<file path="src/design/qbe_pkg.sv">
`timescale 1ns / 1ps
// ----------------------------------------------------------------------------
// qbe_pkg
// Shared types and character constants for the quoted byte escaper.
// ----------------------------------------------------------------------------
package qbe_pkg;

	typedef enum logic [1:0] {
		OP_BEGIN = 2'd0,
		OP_DATA  = 2'd1,
		OP_END   = 2'd2,
		OP_NONE  = 2'd3
	} op_t;

	typedef enum logic [1:0] {
		PH_IDLE   = 2'd0,
		PH_ACTIVE = 2'd1,
		PH_TRUNC  = 2'd2
	} phase_t;

	localparam int          BUDGET_W     = 16;
	localparam int          MAX_RES      = 4;
	localparam int          CNT_W        = 3;
	localparam logic [15:0] BUDGET_RESET = 16'd256;
	// quotes, three dots and the terminator
	localparam logic [15:0] OVERHEAD     = 16'd6;

	localparam logic [7:0] CH_QUOTE  = 8'h22;
	localparam logic [7:0] CH_BSLASH = 8'h5C;
	localparam logic [7:0] CH_LOW_N  = 8'h6E;
	localparam logic [7:0] CH_DOT    = 8'h2E;
	localparam logic [7:0] CH_ZERO   = 8'h30;
	localparam logic [7:0] CH_TAB    = 8'h09;
	localparam logic [7:0] CH_NL     = 8'h0A;
	localparam logic [7:0] CH_PR_LO  = 8'h20;
	localparam logic [7:0] CH_PR_HI  = 8'h7E;

	typedef struct packed {
		logic [7:0] ch;
		logic       last;
		logic       err;
	} res_t;

	typedef struct packed {
		phase_t              phase;
		logic [BUDGET_W-1:0] space_left;
	} state_t;

endpackage

</file>
<file path="src/design/quoted_byte_escaper_unit.sv">
`timescale 1ns / 1ps
// ----------------------------------------------------------------------------
// quoted_byte_escaper_unit
// Turns a byte buffer into a quoted, C-escaped character stream in a budget.
// ----------------------------------------------------------------------------
// Usage:
//   Input beats on s_*: s_tuser carries the op (begin, data, end), s_tdata
//   the raw byte. Output beats on m_*: one character per beat in m_tdata,
//   m_tlast on the closing character of a buffer (or on an error beat),
//   m_tuser set on the error beat that a begin with too small a budget gives.
//   cfg_we/cfg_wdata write the character budget; write only while idle.
// Path: an accepted beat waits in the input register until the result
//   register is free, is escaped into the result register, and its first
//   character shows on m_* straight from that register.
// Throughput: an item holds the result register until its 0 to 4 characters
//   have left one per beat through the output port; items that give no
//   characters pass at one per cycle. The result register refills at the
//   edge its last character leaves, so while m_tready stays high a stream
//   of bytes needing one character each flows at one beat per cycle.
// Reset: clears the valid flags, sets the phase idle, space to zero and the
//   budget to 256.
// Stall: with m_tready low the current character holds, the result register
//   keeps the rest, and one more input beat is held before s_tready drops.
// ----------------------------------------------------------------------------
module quoted_byte_escaper_unit (
	input  logic        clk,
	input  logic        arst_n,
	input  logic        s_tvalid,
	output logic        s_tready,
	input  logic [7:0]  s_tdata,   // [7:0] data_byte
	input  logic [1:0]  s_tuser,   // [1:0] op
	output logic        m_tvalid,
	input  logic        m_tready,
	output logic [7:0]  m_tdata,   // [7:0] out_char
	output logic        m_tlast,
	output logic        m_tuser,   // [0] error
	input  logic        cfg_we,
	input  logic [15:0] cfg_wdata
);

	// input register
	logic                 valid_s1;
	qbe_pkg::op_t         op_s1;
	logic [7:0]           byte_s1;

	// configuration and buffer state
	logic [qbe_pkg::BUDGET_W-1:0] budget_q;
	qbe_pkg::state_t              state_q;

	qbe_pkg::state_t                      nxt_state;
	logic [qbe_pkg::CNT_W-1:0]            esc_cnt;
	qbe_pkg::res_t [qbe_pkg::MAX_RES-1:0] esc_res;
	qbe_pkg::res_t                        head;
	logic                                 buf_free;
	logic                                 take;
	logic                                 s_acc;

	// item in the input register moves on once the result register is free
	assign take     = valid_s1 && buf_free;
	assign s_tready = !valid_s1 || take;
	assign s_acc    = s_tvalid && s_tready;

	always_ff @(posedge clk or negedge arst_n) begin
		if (!arst_n) begin
			valid_s1 <= 1'b0;
		end else if (s_acc) begin
			valid_s1 <= 1'b1;
		end else if (take) begin
			valid_s1 <= 1'b0;
		end
	end

	always_ff @(posedge clk) begin
		if (s_acc) begin
			op_s1   <= qbe_pkg::op_t'(s_tuser);
			byte_s1 <= s_tdata;
		end
	end

	always_ff @(posedge clk or negedge arst_n) begin
		if (!arst_n) begin
			budget_q <= qbe_pkg::BUDGET_RESET;
		end else if (cfg_we) begin
			budget_q <= cfg_wdata;
		end
	end

	// phase and remaining space advance as each item is escaped, in order
	always_ff @(posedge clk or negedge arst_n) begin
		if (!arst_n) begin
			state_q <= '{phase: qbe_pkg::PH_IDLE, space_left: '0};
		end else if (take) begin
			state_q <= nxt_state;
		end
	end

	qbe_escape u_escape (
		.op        (op_s1),
		.data_byte (byte_s1),
		.budget    (budget_q),
		.cur       (state_q),
		.nxt       (nxt_state),
		.cnt       (esc_cnt),
		.res       (esc_res)
	);

	qbe_outbuf u_outbuf (
		.clk      (clk),
		.arst_n   (arst_n),
		.load     (take),
		.load_cnt (esc_cnt),
		.load_res (esc_res),
		.pop      (m_tready),
		.valid    (m_tvalid),
		.head     (head),
		.free     (buf_free)
	);

	assign m_tdata = head.ch;
	assign m_tlast = head.last;
	assign m_tuser = head.err;

endmodule

</file>
<file path="src/design/qbe_escape.sv">
`timescale 1ns / 1ps
// ----------------------------------------------------------------------------
// qbe_escape
// Combinational escape of one item: result characters and next state.
// ----------------------------------------------------------------------------
module qbe_escape (
	input  qbe_pkg::op_t                            op,
	input  logic [7:0]                              data_byte,
	input  logic [qbe_pkg::BUDGET_W-1:0]            budget,
	input  qbe_pkg::state_t                         cur,
	output qbe_pkg::state_t                         nxt,
	output logic [qbe_pkg::CNT_W-1:0]               cnt,
	output qbe_pkg::res_t [qbe_pkg::MAX_RES-1:0]    res
);

	logic [qbe_pkg::CNT_W-1:0] need;

	// characters a data byte costs
	always_comb begin
		if (data_byte == qbe_pkg::CH_QUOTE || data_byte == qbe_pkg::CH_BSLASH ||
		    data_byte == qbe_pkg::CH_NL) begin
			need = 3'd2;
		end else if ((data_byte inside {[qbe_pkg::CH_PR_LO:qbe_pkg::CH_PR_HI]}) ||
		             data_byte == qbe_pkg::CH_TAB) begin
			need = 3'd1;
		end else begin
			need = 3'd4;
		end
	end

	always_comb begin
		nxt = cur;
		cnt = '0;
		res = '0;
		case (op)
			qbe_pkg::OP_BEGIN: begin
				cnt = 3'd1;
				if (budget < qbe_pkg::OVERHEAD) begin
					nxt.phase      = qbe_pkg::PH_IDLE;
					nxt.space_left = '0;
					res[0]         = '{ch: 8'h00, last: 1'b1, err: 1'b1};
				end else begin
					nxt.phase      = qbe_pkg::PH_ACTIVE;
					nxt.space_left = budget - qbe_pkg::OVERHEAD;
					res[0]         = '{ch: qbe_pkg::CH_QUOTE, last: 1'b0, err: 1'b0};
				end
			end
			qbe_pkg::OP_DATA: begin
				if (cur.phase == qbe_pkg::PH_ACTIVE) begin
					if (cur.space_left < {13'd0, need}) begin
						// no room: close with quote and dots
						cnt       = 3'd4;
						nxt.phase = qbe_pkg::PH_TRUNC;
						res[0]    = '{ch: qbe_pkg::CH_QUOTE, last: 1'b0, err: 1'b0};
						res[1]    = '{ch: qbe_pkg::CH_DOT, last: 1'b0, err: 1'b0};
						res[2]    = '{ch: qbe_pkg::CH_DOT, last: 1'b0, err: 1'b0};
						res[3]    = '{ch: qbe_pkg::CH_DOT, last: 1'b1, err: 1'b0};
					end else begin
						cnt            = need;
						nxt.space_left = cur.space_left - {13'd0, need};
						if (need == 3'd1) begin
							res[0] = '{ch: data_byte, last: 1'b0, err: 1'b0};
						end else if (need == 3'd2) begin
							res[0] = '{ch: qbe_pkg::CH_BSLASH, last: 1'b0, err: 1'b0};
							res[1] = '{ch: (data_byte == qbe_pkg::CH_NL) ?
							               qbe_pkg::CH_LOW_N : data_byte,
							           last: 1'b0, err: 1'b0};
						end else begin
							res[0] = '{ch: qbe_pkg::CH_BSLASH, last: 1'b0, err: 1'b0};
							res[1] = '{ch: qbe_pkg::CH_ZERO + {6'd0, data_byte[7:6]},
							           last: 1'b0, err: 1'b0};
							res[2] = '{ch: qbe_pkg::CH_ZERO + {5'd0, data_byte[5:3]},
							           last: 1'b0, err: 1'b0};
							res[3] = '{ch: qbe_pkg::CH_ZERO + {5'd0, data_byte[2:0]},
							           last: 1'b0, err: 1'b0};
						end
					end
				end
			end
			qbe_pkg::OP_END: begin
				nxt.phase = qbe_pkg::PH_IDLE;
				if (cur.phase == qbe_pkg::PH_ACTIVE) begin
					cnt    = 3'd1;
					res[0] = '{ch: qbe_pkg::CH_QUOTE, last: 1'b1, err: 1'b0};
				end
			end
			default: begin
				nxt = cur;
			end
		endcase
	end

endmodule

</file>
<file path="src/design/qbe_outbuf.sv">
`timescale 1ns / 1ps
// ----------------------------------------------------------------------------
// qbe_outbuf
// Result register: holds up to four characters and shifts them out one a beat.
// ----------------------------------------------------------------------------
module qbe_outbuf (
	input  logic                                    clk,
	input  logic                                    arst_n,
	input  logic                                    load,
	input  logic [qbe_pkg::CNT_W-1:0]               load_cnt,
	input  qbe_pkg::res_t [qbe_pkg::MAX_RES-1:0]    load_res,
	input  logic                                    pop,
	output logic                                    valid,
	output qbe_pkg::res_t                           head,
	output logic                                    free
);

	qbe_pkg::res_t [qbe_pkg::MAX_RES-1:0] ent_q;
	logic [qbe_pkg::CNT_W-1:0]            cnt_q;

	assign valid = (cnt_q != '0);
	assign head  = ent_q[0];
	// free when empty or when the final entry leaves this cycle
	assign free  = (cnt_q == '0) || (cnt_q == 3'd1 && pop);

	always_ff @(posedge clk or negedge arst_n) begin
		if (!arst_n) begin
			cnt_q <= '0;
		end else if (load) begin
			cnt_q <= load_cnt;
		end else if (pop && valid) begin
			cnt_q <= cnt_q - 3'd1;
		end
	end

	always_ff @(posedge clk) begin
		if (load) begin
			ent_q <= load_res;
		end else if (pop && valid) begin
			ent_q <= {qbe_pkg::res_t'('0), ent_q[qbe_pkg::MAX_RES-1:1]};
		end
	end

endmodule

</file>
<file path="config.mk">
export PLATFORM = sky130hd
export DESIGN_NAME = quoted_byte_escaper_unit
export DESIGN_NICKNAME = d
export VERILOG_FILES = /design/src/design/qbe_pkg.sv /design/src/design/quoted_byte_escaper_unit.sv /design/src/design/qbe_escape.sv /design/src/design/qbe_outbuf.sv
export SDC_FILE = /design/constraint.sdc
export NUM_CORES = 1
export LEC_CHECK = 0
export ABC_CLOCK_PERIOD_IN_PS = 5640
export BUFFER_PORTS_ARGS = -buffer_cell sky130_fd_sc_hd__buf_2
export CORE_MARGIN = 2
export CORE_UTILIZATION = 61
export CTS_CLUSTER_SIZE = 12
export DETAILED_ROUTE_END_ITERATION = 10
export MAX_ROUTING_LAYER = met4
export PLACE_DENSITY = 0.8
export SYNTH_ARGS = -nofsm -noshare
export SYNTH_HDL_FRONTEND = slang
export SYNTH_HIERARCHICAL = 1
export SYNTH_SLANG_ARGS = --single-unit
</file>
<file path="constraint.sdc">
create_clock -name clk -period 5.64 [get_ports clk]
set_clock_uncertainty 0.05 [all_clocks]
set_input_delay 0.846 -clock clk [delete_from_list [all_inputs] [get_ports clk]]
set_output_delay 0.846 -clock clk [all_outputs]
set_load 0.01 [all_outputs]
</file>
Word-level counts from Yosys, hierarchy flattened
Index checks and enable logic that the tools add are counted.

storage, ports and cells
  register bits = 88
  logic and storage cells = 91
  bits in read-only memories = 0
  output and inout port bits = 12
  input port bits = 31
  memories kept = 0
  bits in writable memories = 0
  bits in latches = 0

cells by class
  $add $sub $neg = 6
  bitwise logic cells = 0
  muxes and demuxes = 29
  reductions and logical operators = 20
  div/mod/pow operators = 0
  order comparisons = 4
  shift-type cells = 0
  equality and inequality tests = 13
  multipliers = 0

operator list
  kind                   count
  $mux 40                4
  $mux 30                2
  $mux 20                2
  $pmux 16 s2            1
  $pmux 10 s3            1
  $mux 8                 3
  $mux 18                1
  $mux 3                 6
  $mux 17                1
  $eq 8x4->1 const B     2
  $lt 16x3->1            1
  $lt 16x3->1 const B    1
  $mux 16                1
  $sub 16x3->16          1
  $sub 16x3->16 const B  1
  $add 6x3->7 const A    2
  $mux 10                1
  $pmux 3 s3             1
  $eq 8x6->1 const B     1
  $eq 8x7->1 const B     1
  $ge 8x6->1 const B     1
  $le 8x7->1 const B     1
  $reduce_and 4->1       2
  $add 6x2->7 const A    1
  other kinds (17)       33

Depth between registers and ports, before layout
  depth in word-level cells = 12
  depth in mapped cells = 16
  depth with buffers taken out = 14

Hierarchy
Netlist, hierarchy kept.

modules (own cells, without submodules)
  module                    times used  cells each  area each (um^2)  sequential area each (um^2)
  qbe_outbuf                1           122         1950.6            1276.2
  quoted_byte_escaper_unit  1           87          1660.3            1177.4
  qbe_escape                1           259         1611.5            0.0

Least setup slack after synthesis
Ideal clock, no wire load.

  path kind = register to register
  from = reg byte_s1[2]
  to = reg state_q[9] (netlist name)
  slack = 1.405 ns
  clock period less this slack = 4.235 ns
  library setup time = 0.125 ns
  stages on the path, launching flop included = 15
  data required time = 5.465 ns
  arrival = 4.060 ns
  path buffers = 1
  path through = edfxtp_1 or4b_2 o21a_1 o22a_1 nand2_1 inv_1 ha_1 fa_1 nand2b_1 and4_1 clkbuf_1 a211oi_1 nand2_1 a311o_1 mux2_4

RTL lines
  item                      line                            source
  start: declaration        quoted_byte_escaper_unit.sv:44  logic [7:0] byte_s1;
  start signal: assignment  quoted_byte_escaper_unit.sv:76  byte_s1 <= s_tdata;
  end signal: assignment    quoted_byte_escaper_unit.sv:91  state_q <= '{phase: qbe_pkg::PH_IDLE, space_left: '0};
  end signal: assignment    quoted_byte_escaper_unit.sv:93  state_q <= nxt_state;
  end: declaration          quoted_byte_escaper_unit.sv:48  qbe_pkg::state_t state_q;

==> metrics.txt <==
Max Cap Viol=0; Crit. End Element=register; Async S/R FF share, synth=0.432; max incr delay on CP=0.74 ns; first-pass GRT wire length=17800 um; crit start category=register; number of instances in the synthesized netlist=468; Post-Route WL=10500 um; Max Root-Sink Buffers=2; die area=0.00932 mm^2; share of post-route cells with drive strength above 1=0.282; Initial Utilization=0.632; Peak VDD IR=0.398 mV; status=complete, no violations; final hold vios=0; CTS root buf=clkbuf_8; Die Ht=96.5 um; Max H-tree Level=3; power per cell area=513 mW/mm^2; class of the worst hold path=register to register; DR vias/cell=6.19; Synth Warn #=6; final worst slack=0.909 ns; most used cell, CP=nand2_1; CP cell instances=or4b_2, o21a_1, o22a_1, nand2_1, inv_1, ha_1, fa_1, nand2b_1, and4_1, a211oi_1, nand2_1, a311o_1, mux2_4; antenna cells=0; Slew headroom=0.426; num rows=33; port bufs=42; Worst EP required=5.86 ns; mapped cell area=0.00522 mm^2; post-synth cell types=71; Buffers & Inverters on Critical Path=1; 1st-iter DRT viols=385; final cycle utilization of the critical path=0.839; final setup TNS=0 ns; Layout fillers=637; hold_buf cts=0; leakage power=2.21 nW; Final Power=2.83 mW; Die X=96.5 um; Setup violations, final=0; most frequent cells in the layout=mux2_2 (54), edfxtp_1 (50), buf_2 (42); Antenna Nets Post-Route=0; Critical Path Start=byte_s1[2]; crit path DAT=4.95 ns; largest net degree at the start of global routing=41; post-CTS sizing=0; number of enable flip-flop cells after synthesis=50; GP Congestion=0.919; WS Path Type=register to register; DR vias=3700; crit path max fanout=7; IO Pins=43; predominant post-synthesis flop cell=edfxtp_1; layout net count=527; Worst-Skew Late Latency=0.38 ns; fin. max-slew vios=0; routed wire length per instance=17.6 um; fmax=0.211 GHz; global route overflow=0; pre-CTS setup slack=0.996 ns; Core Box Area=0.00826 mm^2; FF-to-FF Start=byte_s1[2]; postcts setup bufs=0; TritonCTS clock tree=built; Synth Register Bits=88; Mapped Avg Cell Area=11.2 um^2; Hold Startpoint=u_outbuf/ent_q[30]; DRT Pass-1 Iters=5; delay-heaviest family, CP=simple AND/OR/NAND/NOR gates; antenna violations before repair=0; unrepaired setup endpoints after global routing=false; synthesis-to-finish area growth=5.56%; most common cell after layout, fill and taps aside=mux2_2; Num CTS Buffers=9; Tmin final=4.73 ns; sequential-to-total area share from yosys stat=0.470; number of global-route vias before repair=3594; post-detail-place hpwl=7390 um; crit path max-delay cell type=or4b_2; measured slew at the worst slew-check pin=0.861 ns; # DRC=0; Total Routing Usage GR=0.256; Sink Count=88; Clock transition at path regs=0.10 ns
report_power, final:
group	internal (mW)	switching, mW
sequential	1.03	0.185
combinational	0.555	0.627
clock	0.174	0.259
path summary, 6_finish.rpt:
kind | to | slack, ns | depth (start not counted)
max | state_q[9] | 0.91 | 13
min | u_outbuf/ent_q[20] | 0.50 | 1
max reg2reg | state_q[9] | 0.91 | 13
min reg2reg | u_outbuf/ent_q[20] | 0.50 | 1
max in group asynchronous | state_q[16] | 4.46 | 1
min in group asynchronous | budget_q[11] | 0.52 | 1
cell usage after synthesis, types with 3 or more instances:
| cell | instances | area share |
|---|---|---|
| edfxtp_1 | 50 | 0.29 |
| nand2_1 | 36 | 0.026 |
| mux2_4 | 10 | 0.029 |
| ha_1 | 7 | 0.017 |
| or4_1 | 5 | 0.0072 |
| mux2_2 | 54 | 0.12 |
| a31oi_1 | 4 | 0.0048 |
| o31ai_1 | 3 | 0.0043 |
| xor2_1 | 4 | 0.0067 |
| dfrtp_1 | 37 | 0.18 |
| o221ai_1 | 3 | 0.0050 |
| nor4_1 | 7 | 0.0084 |
| xnor2_1 | 10 | 0.017 |
| a21oi_1 | 11 | 0.011 |
| nand2b_1 | 5 | 0.0060 |
| nand3_1 | 9 | 0.0086 |
| a311o_1 | 4 | 0.0077 |
| o21ai_0 | 12 | 0.012 |
| buf_6 | 3 | 0.0065 |
| buf_4 | 27 | 0.039 |
| nand4_1 | 5 | 0.0060 |
| buf_2 | 4 | 0.0038 |
| mux2i_1 | 4 | 0.0077 |
| o211ai_1 | 9 | 0.013 |
| a211o_1 | 3 | 0.0050 |
| and2_1 | 12 | 0.014 |
| nor2_1 | 34 | 0.024 |
| nor2b_1 | 4 | 0.0048 |
| or3_1 | 4 | 0.0048 |
| inv_1 | 13 | 0.0093 |
| clkbuf_1 | 11 | 0.0079 |
| o21a_1 | 4 | 0.0058 |
| nor3_1 | 15 | 0.014 |
flip-flops by register name, indices dropped and copies added, names as in the netlist:
name            flops
state_q            18
op_s1               2
valid_s1            1
budget_q           16
u_outbuf/head      10
byte_s1             8
u_outbuf/ent_q     30
u_outbuf/cnt_q      3
cell families (layout without fill, tap and decap cells):
| logic type | after synthesis | count (layout) | synth area share |
|---|---|---|---|
| adders and majority gates | 8 | 8 | 0.0206 |
| muxes | 68 | 68 | 0.153 |
| buffers and inverters | 60 | 75 | 0.0700 |
| AOI/OAI and AO/OA | 73 | 73 | 0.101 |
| DFF | 88 | 88 | 0.470 |
| other | 1 | 11 | 0.000718 |
| xor gates and xnor gates | 14 | 14 | 0.0235 |
| and+or+nand+nor | 156 | 156 | 0.161 |
final cells by class:
type / instances / area, um^2 / share of cell area
clock inverters: 7 / 73.8 / 0.0134
multi-input cells: 330 / 2440 / 0.443
well taps: 105 / 131 / 0.0238
flip-flops and latches: 88 / 2450 / 0.445
inverters: 13 / 48.8 / 0.00885
clock buffers: 9 / 124 / 0.0225
repair buffers: 46 / 240 / 0.0436
per-stage QoR:
step                      instance area, um^2  instances  hold slack (ns)   util
after floorplan                          5260        478            0.427      -
after global placement                   5320        582            0.473  0.644
after detailed placement                 5320        582            0.475  0.644
after CTS                                5510        598            0.496  0.668
after global routing                     5510        598            0.506  0.668
final                                    5510        598            0.498  0.668
metal layers:
metal / track usage / vias to the layer above / wire length (um)
met3: 0.0458 / 24 / 707
li1: - / 1734 / -
met1: 0.358 / 1780 / 4720
met4: 0.0915 / 0 / 169
met5: - / - / 0
met2: 0.380 / 162 / 4920
No activity file was read; power rests on OpenSTA's default activity.
